[src/design/tnk_pkg.sv]
`timescale 1ns / 1ps

package tnk_pkg;

   localparam int KEY_BITS        = 40;
   localparam int COUNT_BITS      = 4;
   localparam int MAX_ENTRIES_DEF = 8;
   localparam int TAG_BITS_DEF    = 16;

   localparam logic [COUNT_BITS-1:0] TARGET_N_RESET = COUNT_BITS'(8);

   localparam logic FUNC_OFFER = 1'b0;
   localparam logic FUNC_DRAIN = 1'b1;

   typedef enum logic [2:0] {
      ST_INSERTED  = 3'd0,
      ST_DUPLICATE = 3'd1,
      ST_TOO_OLD   = 3'd2,
      ST_IGNORED   = 3'd3,
      ST_ENTRY     = 3'd4
   } status_type;

endpackage

[src/design/tnk_req_if.sv]
`timescale 1ns / 1ps

interface tnk_req_if
   import tnk_pkg::*;
#(
   parameter int TAG_BITS = TAG_BITS_DEF
) ();
   logic                valid;
   logic                ready;
   logic                func;
   logic [KEY_BITS-1:0] key;
   logic [TAG_BITS-1:0] tag;

   modport source (output valid, output func, output key, output tag, input ready);
   modport sink   (input valid, input func, input key, input tag, output ready);
endinterface

[src/design/tnk_rsp_if.sv]
`timescale 1ns / 1ps

interface tnk_rsp_if
   import tnk_pkg::*;
#(
   parameter int TAG_BITS = TAG_BITS_DEF
) ();
   logic                  valid;
   logic                  ready;
   status_type            status;
   logic                  entry_valid;
   logic [KEY_BITS-1:0]   entry_key;
   logic [TAG_BITS-1:0]   entry_tag;
   logic [COUNT_BITS-1:0] count;
   logic                  done_res;
   logic                  last;

   modport source (output valid, output status, output entry_valid, output entry_key,
                   output entry_tag, output count, output done_res, output last,
                   input ready);
   modport sink   (input valid, input status, input entry_valid, input entry_key,
                   input entry_tag, input count, input done_res, input last,
                   output ready);
endinterface

[src/design/top_n_newest_keeper_core.sv]
// Channel   Direction  Handshake            Contents
// req       in         req.valid/req.ready  func, key, tag
// rsp       out        rsp.valid/rsp.ready  status, entry fields, count, done_res, last
// csr       in         csr_we               target_n on csr_wdata
//
// An inserting offer passes S_SCAN, S_DECIDE, S_SHIFT and S_PLACE before S_EMIT loads the output register;
// a duplicate or too-old key passes S_SCAN and S_DECIDE only, and an ignored one goes straight to S_EMIT.
// A drain makes one memory read (S_DR_RD) and one word out (S_DR_OUT) per held entry.
// Reset is synchronous; the list is empty and target_n is eight afterwards.
// A stalled rsp holds its word in the output register; a new request is taken meanwhile,
// and the sequencer waits only when its own word finds that register still full.
`timescale 1ns / 1ps

module top_n_newest_keeper_core
   import tnk_pkg::*;
#(
   parameter int MAX_ENTRIES = MAX_ENTRIES_DEF,
   parameter int TAG_BITS    = TAG_BITS_DEF
) (
   input  logic                  clock,
   input  logic                  reset,
   tnk_req_if.sink               req,
   tnk_rsp_if.source             rsp,
   input  logic                  csr_we,
   input  logic [COUNT_BITS-1:0] csr_wdata
);

   localparam int AW      = (MAX_ENTRIES > 1) ? $clog2(MAX_ENTRIES) : 1;
   localparam int CAP_INT = (MAX_ENTRIES > 15) ? 15 : MAX_ENTRIES;
   localparam logic [COUNT_BITS-1:0] CAP = COUNT_BITS'(CAP_INT);

   typedef enum logic [2:0] {
      S_IDLE, S_SCAN, S_DECIDE, S_SHIFT, S_PLACE, S_EMIT, S_DR_RD, S_DR_OUT
   } state_type;

   state_type             state_ff;
   logic [COUNT_BITS-1:0] target_ff;
   logic [COUNT_BITS-1:0] fill_ff;
   logic                  ended_ff;
   logic [KEY_BITS-1:0]   key_ff;
   logic [TAG_BITS-1:0]   tag_ff;
   logic [COUNT_BITS-1:0] idx_ff;
   logic [COUNT_BITS-1:0] lt_ff;
   logic                  dup_ff;
   logic                  pend_ff;
   logic [AW-1:0]         dst_ff;
   logic [COUNT_BITS-1:0] pos_ff;
   logic [COUNT_BITS-1:0] moves_ff;
   logic                  up_ff;
   logic                  grow_ff;
   status_type            status_ff;
   logic [COUNT_BITS-1:0] drain_n_ff;

   logic                  rsp_valid_ff;
   status_type            rsp_status_ff;
   logic                  rsp_evalid_ff;
   logic [KEY_BITS-1:0]   rsp_ekey_ff;
   logic [TAG_BITS-1:0]   rsp_etag_ff;
   logic [COUNT_BITS-1:0] rsp_count_ff;
   logic                  rsp_done_ff;
   logic                  rsp_last_ff;

   logic [KEY_BITS-1:0]   mem_key [MAX_ENTRIES];
   logic [TAG_BITS-1:0]   mem_tag [MAX_ENTRIES];
   logic [KEY_BITS-1:0]   rd_key_ff;
   logic [TAG_BITS-1:0]   rd_tag_ff;

   logic                  rd_en;
   logic [AW-1:0]         rd_addr;
   logic                  wr_en;
   logic [AW-1:0]         wr_addr;
   logic [KEY_BITS-1:0]   wr_key;
   logic [TAG_BITS-1:0]   wr_tag;
   logic [COUNT_BITS-1:0] n_eff;
   logic                  out_free;
   logic                  rsp_load;
   logic                  scan_more;
   logic                  drain_last;

   always_comb begin
      if (target_ff == '0) begin
         n_eff = COUNT_BITS'(1);
      end else if (target_ff > CAP) begin
         n_eff = CAP;
      end else begin
         n_eff = target_ff;
      end
   end

   assign out_free   = !rsp_valid_ff || rsp.ready;
   assign rsp_load   = out_free && (state_ff == S_EMIT || state_ff == S_DR_OUT);
   assign scan_more  = (idx_ff < fill_ff);
   assign drain_last = ((idx_ff + COUNT_BITS'(1)) == drain_n_ff);

   always_comb begin
      rd_en   = 1'b0;
      rd_addr = '0;
      wr_en   = 1'b0;
      wr_addr = '0;
      wr_key  = key_ff;
      wr_tag  = tag_ff;
      unique case (state_ff)
         S_SCAN: begin
            if (scan_more) begin
               rd_en   = 1'b1;
               rd_addr = AW'(idx_ff);
            end
         end
         S_SHIFT: begin
            if (moves_ff != '0) begin
               rd_en   = 1'b1;
               rd_addr = AW'(idx_ff);
            end
            if (pend_ff) begin
               wr_en   = 1'b1;
               wr_addr = dst_ff;
               wr_key  = rd_key_ff;
               wr_tag  = rd_tag_ff;
            end
         end
         S_PLACE: begin
            wr_en   = 1'b1;
            wr_addr = AW'(pos_ff);
         end
         S_DR_RD: begin
            rd_en   = 1'b1;
            rd_addr = AW'(idx_ff);
         end
         default: begin
         end
      endcase
   end

   always_ff @(posedge clock) begin
      if (wr_en) begin
         mem_key[wr_addr] <= wr_key;
         mem_tag[wr_addr] <= wr_tag;
      end
      if (rd_en) begin
         rd_key_ff <= mem_key[rd_addr];
         rd_tag_ff <= mem_tag[rd_addr];
      end
   end

   always_ff @(posedge clock) begin
      if (reset) begin
         state_ff     <= S_IDLE;
         target_ff    <= TARGET_N_RESET;
         fill_ff      <= '0;
         ended_ff     <= 1'b0;
         pend_ff      <= 1'b0;
         rsp_valid_ff <= 1'b0;
      end else begin
         if (csr_we) begin
            target_ff <= csr_wdata;
         end
         if (rsp_load) begin
            rsp_valid_ff <= 1'b1;
         end else if (rsp.ready) begin
            rsp_valid_ff <= 1'b0;
         end
         unique case (state_ff)
            S_IDLE: begin
               if (req.valid) begin
                  key_ff  <= req.key;
                  tag_ff  <= req.tag;
                  idx_ff  <= '0;
                  lt_ff   <= '0;
                  dup_ff  <= 1'b0;
                  pend_ff <= 1'b0;
                  if (req.func == FUNC_DRAIN) begin
                     drain_n_ff <= fill_ff;
                     fill_ff    <= '0;
                     ended_ff   <= 1'b0;
                     if (fill_ff == '0) begin
                        status_ff <= ST_ENTRY;
                        state_ff  <= S_EMIT;
                     end else begin
                        state_ff <= S_DR_RD;
                     end
                  end else if (ended_ff) begin
                     status_ff <= ST_IGNORED;
                     state_ff  <= S_EMIT;
                  end else begin
                     state_ff <= S_SCAN;
                  end
               end
            end
            S_SCAN: begin
               if (scan_more) begin
                  idx_ff <= idx_ff + COUNT_BITS'(1);
               end
               pend_ff <= scan_more;
               if (pend_ff) begin
                  if (rd_key_ff < key_ff) begin
                     lt_ff <= lt_ff + COUNT_BITS'(1);
                  end
                  if (rd_key_ff == key_ff) begin
                     dup_ff <= 1'b1;
                  end
               end
               if (!scan_more && !pend_ff) begin
                  state_ff <= S_DECIDE;
               end
            end
            S_DECIDE: begin
               priority if (dup_ff) begin
                  status_ff <= ST_DUPLICATE;
                  state_ff  <= S_EMIT;
               end else if (fill_ff < n_eff) begin
                  pos_ff   <= lt_ff;
                  idx_ff   <= fill_ff - COUNT_BITS'(1);
                  moves_ff <= fill_ff - lt_ff;
                  up_ff    <= 1'b0;
                  grow_ff  <= 1'b1;
                  state_ff <= S_SHIFT;
               end else if (lt_ff == '0) begin
                  ended_ff  <= 1'b1;
                  status_ff <= ST_TOO_OLD;
                  state_ff  <= S_EMIT;
               end else begin
                  pos_ff   <= lt_ff - COUNT_BITS'(1);
                  idx_ff   <= COUNT_BITS'(1);
                  moves_ff <= lt_ff - COUNT_BITS'(1);
                  up_ff    <= 1'b1;
                  grow_ff  <= 1'b0;
                  state_ff <= S_SHIFT;
               end
            end
            S_SHIFT: begin
               if (moves_ff != '0) begin
                  moves_ff <= moves_ff - COUNT_BITS'(1);
                  pend_ff  <= 1'b1;
                  if (up_ff) begin
                     idx_ff <= idx_ff + COUNT_BITS'(1);
                     dst_ff <= AW'(idx_ff - COUNT_BITS'(1));
                  end else begin
                     idx_ff <= idx_ff - COUNT_BITS'(1);
                     dst_ff <= AW'(idx_ff + COUNT_BITS'(1));
                  end
               end else begin
                  pend_ff  <= 1'b0;
                  state_ff <= S_PLACE;
               end
            end
            S_PLACE: begin
               fill_ff   <= fill_ff + COUNT_BITS'(grow_ff);
               status_ff <= ST_INSERTED;
               state_ff  <= S_EMIT;
            end
            S_EMIT: begin
               if (out_free) begin
                  rsp_status_ff <= status_ff;
                  rsp_evalid_ff <= 1'b0;
                  rsp_ekey_ff   <= '0;
                  rsp_etag_ff   <= '0;
                  rsp_count_ff  <= fill_ff;
                  rsp_done_ff   <= ended_ff;
                  rsp_last_ff   <= 1'b1;
                  state_ff      <= S_IDLE;
               end
            end
            S_DR_RD: begin
               state_ff <= S_DR_OUT;
            end
            S_DR_OUT: begin
               if (out_free) begin
                  rsp_status_ff <= ST_ENTRY;
                  rsp_evalid_ff <= 1'b1;
                  rsp_ekey_ff   <= rd_key_ff;
                  rsp_etag_ff   <= rd_tag_ff;
                  rsp_count_ff  <= '0;
                  rsp_done_ff   <= 1'b0;
                  rsp_last_ff   <= drain_last;
                  idx_ff        <= idx_ff + COUNT_BITS'(1);
                  state_ff      <= drain_last ? S_IDLE : S_DR_RD;
               end
            end
            default: begin
               state_ff <= S_IDLE;
            end
         endcase
      end
   end

   assign req.ready       = (state_ff == S_IDLE);
   assign rsp.valid       = rsp_valid_ff;
   assign rsp.status      = rsp_status_ff;
   assign rsp.entry_valid = rsp_evalid_ff;
   assign rsp.entry_key   = rsp_ekey_ff;
   assign rsp.entry_tag   = rsp_etag_ff;
   assign rsp.count       = rsp_count_ff;
   assign rsp.done_res    = rsp_done_ff;
   assign rsp.last        = rsp_last_ff;

endmodule

[src/flat_wrapper.sv]
// flat-port wrapper written by rule: the top's interface ports become plain ports
module top_n_newest_keeper_core_flat import tnk_pkg::*;
#(
   parameter int MAX_ENTRIES = MAX_ENTRIES_DEF,
   parameter int TAG_BITS    = TAG_BITS_DEF
)
  (clock, reset, csr_we, csr_wdata, req_valid, req_func, req_key, req_tag, req_ready, rsp_valid, rsp_status, rsp_entry_valid, rsp_entry_key, rsp_entry_tag, rsp_count, rsp_done_res, rsp_last, rsp_ready);
  tnk_req_if #(.TAG_BITS(TAG_BITS)) req_i ();
  tnk_rsp_if #(.TAG_BITS(TAG_BITS)) rsp_i ();
  input  logic clock;
  input  logic reset;
  input  logic csr_we;
  input  logic [COUNT_BITS-1:0] csr_wdata;
  input wire logic [$bits(req_i.valid)-1:0] req_valid;
  input wire logic [$bits(req_i.func)-1:0] req_func;
  input wire logic [$bits(req_i.key)-1:0] req_key;
  input wire logic [$bits(req_i.tag)-1:0] req_tag;
  output wire logic [$bits(req_i.ready)-1:0] req_ready;
  output wire logic [$bits(rsp_i.valid)-1:0] rsp_valid;
  output wire logic [$bits(rsp_i.status)-1:0] rsp_status;
  output wire logic [$bits(rsp_i.entry_valid)-1:0] rsp_entry_valid;
  output wire logic [$bits(rsp_i.entry_key)-1:0] rsp_entry_key;
  output wire logic [$bits(rsp_i.entry_tag)-1:0] rsp_entry_tag;
  output wire logic [$bits(rsp_i.count)-1:0] rsp_count;
  output wire logic [$bits(rsp_i.done_res)-1:0] rsp_done_res;
  output wire logic [$bits(rsp_i.last)-1:0] rsp_last;
  input wire logic [$bits(rsp_i.ready)-1:0] rsp_ready;
  assign req_i.valid = req_valid;
  assign req_i.func = req_func;
  assign req_i.key = req_key;
  assign req_i.tag = req_tag;
  assign req_ready = req_i.ready;
  assign rsp_valid = rsp_i.valid;
  assign rsp_status = rsp_i.status;
  assign rsp_entry_valid = rsp_i.entry_valid;
  assign rsp_entry_key = rsp_i.entry_key;
  assign rsp_entry_tag = rsp_i.entry_tag;
  assign rsp_count = rsp_i.count;
  assign rsp_done_res = rsp_i.done_res;
  assign rsp_last = rsp_i.last;
  assign rsp_i.ready = rsp_ready;
  top_n_newest_keeper_core #(.MAX_ENTRIES(MAX_ENTRIES), .TAG_BITS(TAG_BITS)) u_core (.clock(clock), .reset(reset), .req(req_i), .rsp(rsp_i), .csr_we(csr_we), .csr_wdata(csr_wdata));
endmodule
[config.mk]
export PLATFORM = sky130hd
export DESIGN_NAME = top_n_newest_keeper_core_flat
export DESIGN_NICKNAME = d
export VERILOG_FILES = /design/src/design/tnk_pkg.sv /design/src/design/tnk_req_if.sv /design/src/design/tnk_rsp_if.sv /design/src/design/top_n_newest_keeper_core.sv /design/src/flat_wrapper.sv
export SDC_FILE = /design/constraint.sdc
export NUM_CORES = 1
export LEC_CHECK = 0
export ABC_AREA = 1
export BUFFER_PORTS_ARGS = -buffer_cell sky130_fd_sc_hd__buf_2
export CORE_AREA = 10 10 286 288
export DETAILED_ROUTE_END_ITERATION = 10
export DIE_AREA = 0 0 296 298
export PLACE_DENSITY = 0.66
export RECOVER_POWER = 25
export SLEW_MARGIN = 20
export SYNTH_ARGS = -nofsm -noshare
export SYNTH_HDL_FRONTEND = slang
export SYNTH_SLANG_ARGS = --single-unit
[constraint.sdc]
create_clock -name clock -period 7.14 [get_ports clock]
set_input_delay 0.714 -clock clock [delete_from_list [all_inputs] [get_ports clock]]
set_output_delay 0.714 -clock clock [all_outputs]
set_load 0.02 [all_outputs]
* Yosys cells after proc, flatten, opt, wreduce, memory -nomap -nowiden
Memory sizes are Yosys's and may differ from the RTL's. A register that Yosys moved wholly into a read port is not among the register bits.
Cells that the tools add are included.
** Storage, ports and cells
- Memory bits (writable) :: 448
- Memories :: 2
- Logic and storage cells :: 200
- Output and inout port bits :: 68
- Register bits :: 164
- Input bits :: 66
** Memories
- u_core.mem_key :: depth 8, width 40, read ports 1, clocked after Yosys merged registers in 1, write ports 1, line top_n_newest_keeper_core.sv:63 : logic [KEY_BITS-1:0] mem_key [MAX_ENTRIES];
- u_core.mem_tag :: depth 8, width 16, read ports 1, clocked after Yosys merged registers in 1, write ports 1, line top_n_newest_keeper_core.sv:64 : logic [TAG_BITS-1:0] mem_tag [MAX_ENTRIES];
** Cells by class
- Add/subtract/negate cells :: 8
- Bitwise gates (word level) :: 2
- Mux-type cells :: 95
- $lt $le $gt $ge :: 4
- Equality and inequality tests :: 29
- Reduce and logical (&&, ||, !) cells :: 35
** Operator list (count)
- $mux 40 :: 4
- $mux 4 :: 20
- $pmux 40 s2 :: 1
- $mux 3 :: 25
- $mux 16 :: 4
- $eq 40x40->1 :: 1
- $lt 40x40->1 :: 1
- $pmux 16 s2 :: 1
- $pmux 4 s2 :: 4
- $pmux 3 s8 :: 1
- $mux 1 :: 21
- $ne 2x1->1 const B :: 10
- $pmux 4 s5 :: 1
- $reduce_and 5->1 :: 4
- $pmux 3 s3 :: 2
- $sub 4x1->4 const B :: 4
- $eq 3x3->1 const B :: 4
- $logic_not 4->1 :: 3
- $ne 3x2->1 const B :: 4
- $pmux 1 s2 :: 6
- $pmux 3 s2 :: 2
- $reduce_and 4->1 :: 3
- $reduce_bool 2->1 :: 6
- $ne 2x2->1 const B :: 5
- 24 further kinds :: 36

* Logic depth before layout (Yosys ltp)
Gate-level depths: netlist of run 1.
- Depth after elaboration :: 7
- Mapped depth :: 15
- Gate-level depth less buffers :: 13

* Least setup slack after synthesis of run 1
OpenSTA, ideal clock, no wires.
- Path kind :: in2reg
- From :: input port reset
- To :: register u_core.rsp_count_ff[0], in the netlist u_core.rsp.count[0] (enable)
- Stages :: 2
- Path slack :: 1.125 ns
- Data required time :: 6.569 ns
- Setup time :: 0.571 ns
- Path buffers :: 1
- Data arrival time :: 5.444 ns
- Path through :: buf_1 nor3_1
** Between the ends
- Longest elaborated chain between the ends :: 2
** Ends and longest elaborated chain
- start, declared :: line flat_wrapper.sv:11 : input logic reset;
- $not 1->1 (no line)
- $reduce_and 4->1 (no line)
- end signal, assigned :: line top_n_newest_keeper_core.sv:257 : rsp_count_ff <= fill_ff;
- end, declared :: line top_n_newest_keeper_core.sv:59 : logic [COUNT_BITS-1:0] rsp_count_ff;
Every way passes these cells.
A chain may end at the register's enable or synchronous reset.

* Worst setup path in the final report of run 1
- From :: register u_core.state_ff[0]
- To :: memory u_core.mem_key[7][13] (enable)
** Between the ends
- Longest elaborated chain between the ends :: 4
- Elaborated cells between the ends (all ways) :: 6
- Those cells by class :: eq/ne (2); mux (4)
** Ends and longest elaborated chain
- start, declared :: line top_n_newest_keeper_core.sv:36 : state_type state_ff;
- start signal, assigned :: line top_n_newest_keeper_core.sv:276 : state_ff <= drain_last ? S_IDLE : S_DR_RD;
- $eq 3x3->1 / $eq 3x2->1 (equally long branches) :: line top_n_newest_keeper_core.sv:102 : unique case (state_ff)
- $pmux 1 s2 :: line top_n_newest_keeper_core.sv:102
- $mux 1 :: line top_n_newest_keeper_core.sv:135 : if (wr_en) begin
- $mux 1 (not written as such) :: line top_n_newest_keeper_core.sv:136 : mem_key[wr_addr] <= wr_key;
- end, declared :: line top_n_newest_keeper_core.sv:63
Parallel ways exist; a longest one is shown, timed or not.

==> results of run 1 <==
==> how the worst max path moves through the flow <==
| stage | slack, ns | depth (start not counted) | start | endpoint |
|---|---|---|---|---|
| 2_1_floorplan | 1.12 | 2 | reset | u_core.rsp.count[0] |
| 3_3_place_gp | 2.50 | 10 | u_core.state_ff[1] | u_core.mem_key[7][28] |
| 3_5_place_dp | 2.42 | 10 | u_core.state_ff[0] | u_core.mem_key[7][28] |
| 4_1_cts | 2.39 | 10 | u_core.state_ff[1] | u_core.mem_key[7][13] |
| 5_1_grt | 1.49 | 10 | u_core.state_ff[0] | u_core.mem_key[7][13] |
| 6_report | 2.00 | 10 | u_core.state_ff[0] | u_core.mem_key[7][13] |
==> power breakdown <==
part	internal, W	total [W]	switching, W
Clock	0.00196	0.00341	0.00145
Sequential	0.00496	0.00515	0.000189
Combinational	0.000795	0.00288	0.00208
==> kinds of logic after synthesis <==
group                    Yosys count  share of synthesized area, %
adder cells (fa/ha/maj)           59                          2.48
AND/OR/NAND/NOR                 1335                          20.8
flip-flops                       668                          66.3
AO/OA/AOI/OAI                    197                          3.67
XOR/XNOR                          13                         0.379
buffers and inverters            447                          6.36
==> registers in the layout, summed over array words and instances (netlist names), 3 cells and up <==
name	flops
u_core.drain_n_ff	4
u_core.dst_ff	3
u_core.fill_ff	4
u_core.idx_ff	4
u_core.key_ff	40
u_core.lt_ff	4
u_core.mem_key	320
u_core.mem_tag	128
u_core.moves_ff	4
u_core.pos_ff	3
u_core.rd_key_ff	40
u_core.rd_tag_ff	16
u_core.rsp.count	4
u_core.rsp.entry_key	40
u_core.rsp.entry_tag	16
u_core.rsp.status	3
u_core.state_ff	3
u_core.status_ff	3
u_core.tag_ff	16
u_core.target_ff	4
==> through the flow <==
stage                     worst slack [ns]  area [um^2]
after floorplan                       1.12        30100
after global placement                2.50        31500
after detailed placement              2.42        31500
after CTS                             2.39        33600
after global routing                  1.49        33400
final                                 2.00        33400
==> layout by cell type, fill, tap and decap left out, types with 4 or more instances in the layout <==
cell	n
sky130_fd_sc_hd__a21oi_1	66
sky130_fd_sc_hd__edfxtp_1	654
sky130_fd_sc_hd__o21ai_0	89
sky130_fd_sc_hd__bufinv_16	4
sky130_fd_sc_hd__nand4_1	10
sky130_fd_sc_hd__o21ai_1	7
sky130_fd_sc_hd__nand2_1	551
sky130_fd_sc_hd__buf_2	64
sky130_fd_sc_hd__inv_2	6
sky130_fd_sc_hd__xor2_1	8
sky130_fd_sc_hd__xnor2_1	5
sky130_fd_sc_hd__nor2_4	8
sky130_fd_sc_hd__nand3b_1	224
sky130_fd_sc_hd__clkbuf_16	70
sky130_fd_sc_hd__buf_4	23
sky130_fd_sc_hd__inv_1	285
sky130_fd_sc_hd__ha_1	58
sky130_fd_sc_hd__nand3_1	252
sky130_fd_sc_hd__clkinv_2	9
sky130_fd_sc_hd__a21oi_2	20
sky130_fd_sc_hd__nor3_1	12
sky130_fd_sc_hd__clkinv_1	18
sky130_fd_sc_hd__nor2_1	270
sky130_fd_sc_hd__clkbuf_1	87
sky130_fd_sc_hd__dfxtp_1	14
==> metal layers <==
| layer | global-route usage, % | wire length [um] | vias up | part of all wire, % |
|---|---|---|---|---|
| li1 | - | - | 9408 | - |
| met1 | 20.2 | 30400 | 9246 | 43 |
| met2 | 25.8 | 33600 | 527 | 48 |
| met3 | 2.84 | 4450 | 126 | 6.3 |
| met4 | 5.48 | 1730 | 18 | 2.5 |
| met5 | 0 | 126 | - | 0.18 |
==> worst max-delay path, cell delays in order (launching register included) <==
cell                      delay, ns
sky130_fd_sc_hd__dfxtp_1       0.42
sky130_fd_sc_hd__nand2_1       0.13
sky130_fd_sc_hd__nor2_1        0.58
sky130_fd_sc_hd__inv_2         0.21
sky130_fd_sc_hd__nor2_4        0.13
sky130_fd_sc_hd__buf_4         0.64
sky130_fd_sc_hd__inv_2         0.51
sky130_fd_sc_hd__o22ai_2       0.53
sky130_fd_sc_hd__inv_1         0.31
sky130_fd_sc_hd__nor2_4        0.62
sky130_fd_sc_hd__buf_4         0.64
==> layout make-up <==
cell class                      instances  share of cell area, %
Multi-Input combinational cell       1604                   24.8
Tap cell                              978                   3.66
Timing Repair Buffer                  162                   2.41
Sequential cell                       668                   59.6
Clock buffer                           86                   5.48
Inverter                              294                   3.30
Clock inverter                         33                  0.801
Antenna cell                            1                0.00748
==> results by group, run 1 <==
Worst setup path
  – Critical path peak fanout: 79
  – Destination of the worst register-to-register timing path: u_core.mem_key[7][13]
  – Endpoint arrival time on the critical path: 5.36 ns
  – Critical register-to-register path startpoint: u_core.state_ff[0]
  – Critical path startpoint category: flip-flop
  – Crit path required time: 7.36 ns
  – Critical path type: flip-flop to flip-flop
  – Cell count of the worst reg-to-reg path: 10
  – Nature of the critical path endpoint: flip-flop
  – FF-to-FF setup slack: 2.00 ns

Logic synthesis
  – Synth top area share: 65.3%
  – Leading area contributor after synthesis: sky130_fd_sc_hd__edfxtp_1
  – Avg Synthesized Cell Area: 11.1 um^2
  – Number of synthesized flops with an enable pin: 654
  – Share of synthesized area occupied by flip-flops and latches: 66.3%
  – Number of different library cells in the post-synthesis netlist: 40
  – Total nets after synthesis: 2844
  – Cell count after synthesis: 2719
  – Most repeated cell in the gate-level netlist after synthesis: sky130_fd_sc_hd__edfxtp_1
  – Mapped cell area: 30100 um^2
  – Synth Flop Type: sky130_fd_sc_hd__edfxtp_1
  – FFs w/ async S/R, synth: 0%
  – Yosys warnings: 0
  – Most used standard cells in the synthesized netlist: 654 x sky130_fd_sc_hd__edfxtp_1, 551 x sky130_fd_sc_hd__nand2_1, 285 x sky130_fd_sc_hd__inv_1, 274 x sky130_fd_sc_hd__nor2_1, 251 x sky130_fd_sc_hd__nand3_1
  – Synth top area cells: sky130_fd_sc_hd__edfxtp_1 65%, sky130_fd_sc_hd__nand2_1 6.9%, sky130_fd_sc_hd__nand3b_1 5.6%
  – Flops & latches, synth: 668

STA
  – Share of the clock period used by the worst path: 72.0%
  – Final-layout setup total negative slack: 0 ns
  – Min cycle time layout: 5.14 ns
  – Actual slew at the worst max-slew pin: 3.25 ns
  – Setup repair after global routing missed its margin: false
  – Count of endpoints failing hold in the final timing report: 0
  – Setup-failing EPs final: 0
  – Worst hold margin: 0.283 ns
  – Max Fclk: 0.194 GHz
  – Final-report max-slew violation count: 201
  – Final worst clock skew: 0.0281 ns
  – Worst slew margin: -117%

Clock network
  – Count of hold buffers inserted by post-cts repair: 0
  – CTS sink cnt: 668
  – Insertion delay of the later-clocked pin in the worst-skew pair: 0.60 ns
  – Number of H-tree levels: 3
  – CTS tree: done
  – Longest Clk Path Bufs: 3
  – Quantity of gates resized following cts: 0
  – Clk pin slew, worst setup/hold paths: 0.06 ns
  – Clock buffers created by TritonCTS: 69
  – CTS Root Cell: sky130_fd_sc_hd__clkbuf_16
  – Setup repair bufs after CTS: 0

Routing
  – Pre-Repair DR Iteration Count: 5
  – Post-Route WL: 70.3 mm
  – Detailed Route Iter0 Violations: 1845
  – Post-DRT Antenna Nets: 0
  – Post-detailed-route wirelength per cell: 18.4 um
  – Residual DRC count: 0
  – Number of vias in the routed layout: 19300
  – Via-per-instance ratio: 5.05

Hold path
  – Class of the tightest hold or removal check: input port to flip-flop
  – Worst hold path cell count: 1
  – Hold path endpoint: u_core.key_ff[24]
  – Hold Startpoint: req_key[24]

Floorplanning
  – Starting density of the core: 39.7%
  – Standard-cell rows: 101
  – Total core area: 75700 um^2
  – Die Wd: 296 um
  – Area of the die: 88200 um^2
  – Num ports: 134
  – Die boundary height: 298 um

Global route
  – Pin count of the biggest net entering global routing: 223
  – Initial antenna violation count: 10
  – Number of global-route vias before repair: 18900
  – Grt total ovfl: 0
  – Global-route wire length before repair: 109 mm
  – Global-route usage over all layers: 15.6%

Power and ir drop
  – Highest ir drop seen on vdd: 0.293 mV
  – Leakage power: 12.8 nW
  – Power per cell area: 342 nW/um^2
  – Total power: 0.0114 W

Place
  – # port buffers: 133
  – DPL Wire Length: 38.8 mm
  – RD Place Congestion: 0.817
  – Number of cells after detailed placement: 3706

Finish
  – Area delta synth->final: 11.3%
  – Number of filler instances in the final layout: 6905
  – Fraction of final layout cells with drive strength greater than 1: 7.73%
  – Count of placed standard cells in the final layout, fillers left out: 3826
  – Area of all sequential standard cells: 19900 um^2
  – Nets: 2924
  – Post-layout util: 44.2%
  – Multi-input gate area: 8280 um^2

Run status
  – Status: complete, but fails checks
  – Failing checks: max-capacitance violations, max-slew violations

Run
  – Max Cap Viol: 5
(Power assumes the default switching activity.)
==> run 2, diff against run 1 <==
--- a/config.mk
+++ b/config.mk
@@ -10,7 +10,7 @@
 export CORE_AREA = 10 10 286 288
 export DETAILED_ROUTE_END_ITERATION = 10
 export DIE_AREA = 0 0 296 298
-export PLACE_DENSITY = 0.66
+export PLACE_DENSITY = 0.68
 export RECOVER_POWER = 25
 export SLEW_MARGIN = 20
 export SYNTH_ARGS = -nofsm -noshare
==> constraint.sdc (replaced) <==
create_clock -name clock -period 4.4 [get_ports clock]
set_input_delay 0.44 -clock clock [delete_from_list [all_inputs] [get_ports clock]]
set_output_delay 0.44 -clock clock [all_outputs]
set_load 0.02 [all_outputs]
==> results by group, run 2 (synthesized netlist as in run 1, its figures left out) <==
STA
  – Final worst clock skew: 0.0149 ns
  – Actual slew at the worst max-slew pin: 2.34 ns
  – Final-report max-slew violation count: 132
  – Max Fclk: 0.285 GHz
  – Count of endpoints failing hold in the final timing report: 0
  – Worst slew margin: -56.2%
  – Setup-failing EPs final: 0
  – Min cycle time layout: 3.51 ns
  – Share of the clock period used by the worst path: 79.7%
  – Final-layout setup total negative slack: 0 ns
  – Setup repair after global routing missed its margin: false

Clock network
  – CTS tree: done
  – Insertion delay of the later-clocked pin in the worst-skew pair: 0.61 ns
  – Longest Clk Path Bufs: 3
  – Clock buffers created by TritonCTS: 70
  – Setup repair bufs after CTS: 0
  – Count of hold buffers inserted by post-cts repair: 46
  – CTS sink cnt: 668
  – Quantity of gates resized following cts: 0
  – Number of H-tree levels: 3
  – CTS Root Cell: sky130_fd_sc_hd__clkbuf_16
  – Clk pin slew, worst setup/hold paths: 0.06 ns

Floorplanning
  – Die boundary height: 298 um
  – Area of the die: 88200 um^2
  – Starting density of the core: 39.7%
  – Standard-cell rows: 101
  – Num ports: 134
  – Total core area: 75700 um^2
  – Die Wd: 296 um

Power and ir drop
  – Internal power: 0.0130 W
  – Switching Fraction: 31.9%
  – Power per cell area: 557 nW/um^2
  – Sequential group share of total power: 43.8%
  – Clock group share of total power: 31.3%
  – Proportion of power drawn by combinational gates: 24.9%
  – Switching Power: 0.00611 W
  – Highest ir drop seen on vdd: 0.372 mV
  – Leakage power: 13.2 nW

Global route
  – Global-route usage over all layers: 15.8%
  – Pin count of the biggest net entering global routing: 178
  – Initial antenna violation count: 0
  – Number of global-route vias before repair: 19500
  – Grt total ovfl: 0
  – Global-route wire length before repair: 110 mm

Hold path
  – Class of the tightest hold or removal check: input port to flip-flop

Finish
  – Count of placed standard cells in the final layout, fillers left out: 3890
  – Number of filler instances in the final layout: 6759
  – Multi-input gate area: 8290 um^2
  – Nets: 2982
  – Finished layout cell area: 34400 um^2
  – Largest register FFs: 320
  – Commonest non-fill, non-tap cell in the layout: sky130_fd_sc_hd__edfxtp_1
  – Area of all sequential standard cells: 19900 um^2
  – Largest reg by FF count: u_core.mem_key
  – Post-layout util: 45.4%
  – Antenna Cells: 0
  – Fraction of final layout cells with drive strength greater than 1: 7.93%
  – Commonest cells after routing, fill and taps aside: 654 x sky130_fd_sc_hd__edfxtp_1, 551 x sky130_fd_sc_hd__nand2_1, 287 x sky130_fd_sc_hd__inv_1, 269 x sky130_fd_sc_hd__nor2_1, 252 x sky130_fd_sc_hd__nand3_1
  – Area delta synth->final: 14.4%
  – Top Registers: u_core.mem_key: 320 flops, u_core.mem_tag: 128 flops

Worst setup path
  – Nature of the critical path endpoint: flip-flop
  – Critical Path, Cell by Cell: nor2_1, clkinv_1, nor2_1, nand4_1, buf_12, nand3b_1, nand3_1, nand2_1, nand2_1, nand2_1
  – Largest stage delay, worst path: 0.97 ns
  – Cell repeated most along the worst path: sky130_fd_sc_hd__nand2_1
  – Standard cell with the maximum stage delay on the critical path: sky130_fd_sc_hd__nand4_1
  – Sum of buffers and inverters on the critical path: 2
  – Critical path peak fanout: 38
  – Crit path required time: 4.87 ns
  – Endpoint arrival time on the critical path: 3.97 ns
  – Critical path startpoint category: flip-flop
  – Critical path type: flip-flop to flip-flop
  – Critical path's top delay family: simple AND/OR/NAND/NOR gates

Place
  – Post-place instance area: 31800 um^2
  – # port buffers: 133
  – DPL Wire Length: 39.3 mm
  – Number of cells after detailed placement: 3717
  – RD Place Congestion: 0.818

Routing
  – Detailed Route Iter0 Violations: 1571
  – Post-detailed-route wirelength per cell: 18.2 um
  – Number of vias in the routed layout: 19700
  – Post-DRT Antenna Nets: 0
  – Residual DRC count: 0
  – Via-per-instance ratio: 5.06
  – Pre-Repair DR Iteration Count: 6
  – Post-Route WL: 70.6 mm

Run
  – Max Cap Viol: 4

Run status
  – Failing checks: max-capacitance violations, max-slew violations
  – Status: complete, but fails checks
[run 2: layout make-up]
type / count / share of cell area (%)
timing repair buffer: 219 / 4.43
multi-input combinational: 1604 / 24.1
tap: 978 / 3.56
clock buffer: 92 / 5.64
sequential: 668 / 57.9
clock inverter: 35 / 1.15
inverter: 294 / 3.22
[run 2: per-stage QoR]
stage                     hold WS, ns  total power (W)  worst slack, ns
after floorplan                 0.457           0.0119            0.181
after global placement          0.483           0.0132             1.07
after detailed placement        0.492           0.0133             1.03
after CTS                   0.0000128           0.0193             1.02
after global routing           0.0517           0.0202            0.618
final                          0.0412           0.0191            0.894
[run 2: path summary, 6_finish.rpt]
path	start	endpoint	slack (ns)	cells after the start
worst max-delay path	u_core.state_ff[2]	u_core.rd_key_ff[22]	0.89	10
worst min register to register	u_core.status_ff[1]	u_core.rsp.status[1]	0.50	2
worst max register to register	u_core.state_ff[2]	u_core.rd_key_ff[22]	0.89	10
worst min-delay path	req_key[9]	u_core.key_ff[9]	0.04	1
[run 2: layer usage]
layer | vias up | track usage [%] | wire, um
met5 | - | 0 | 0
met4 | 0 | 5.89 | 2260
met1 | 9435 | 20.2 | 29800
li1 | 9520 | - | -
met2 | 618 | 26.8 | 34200
met3 | 122 | 2.27 | 4350
[run 2: power by group through the flow]
stage / clock (W) / sequential (W) / combinational (W)
after floorplan: 0 / 0.00843 / 0.00350
after global placement: 0 / 0.00849 / 0.00468
after detailed placement: 0 / 0.00850 / 0.00475
after CTS: 0.00611 / 0.00838 / 0.00481
after global routing: 0.00637 / 0.00844 / 0.00539
final: 0.00599 / 0.00838 / 0.00477
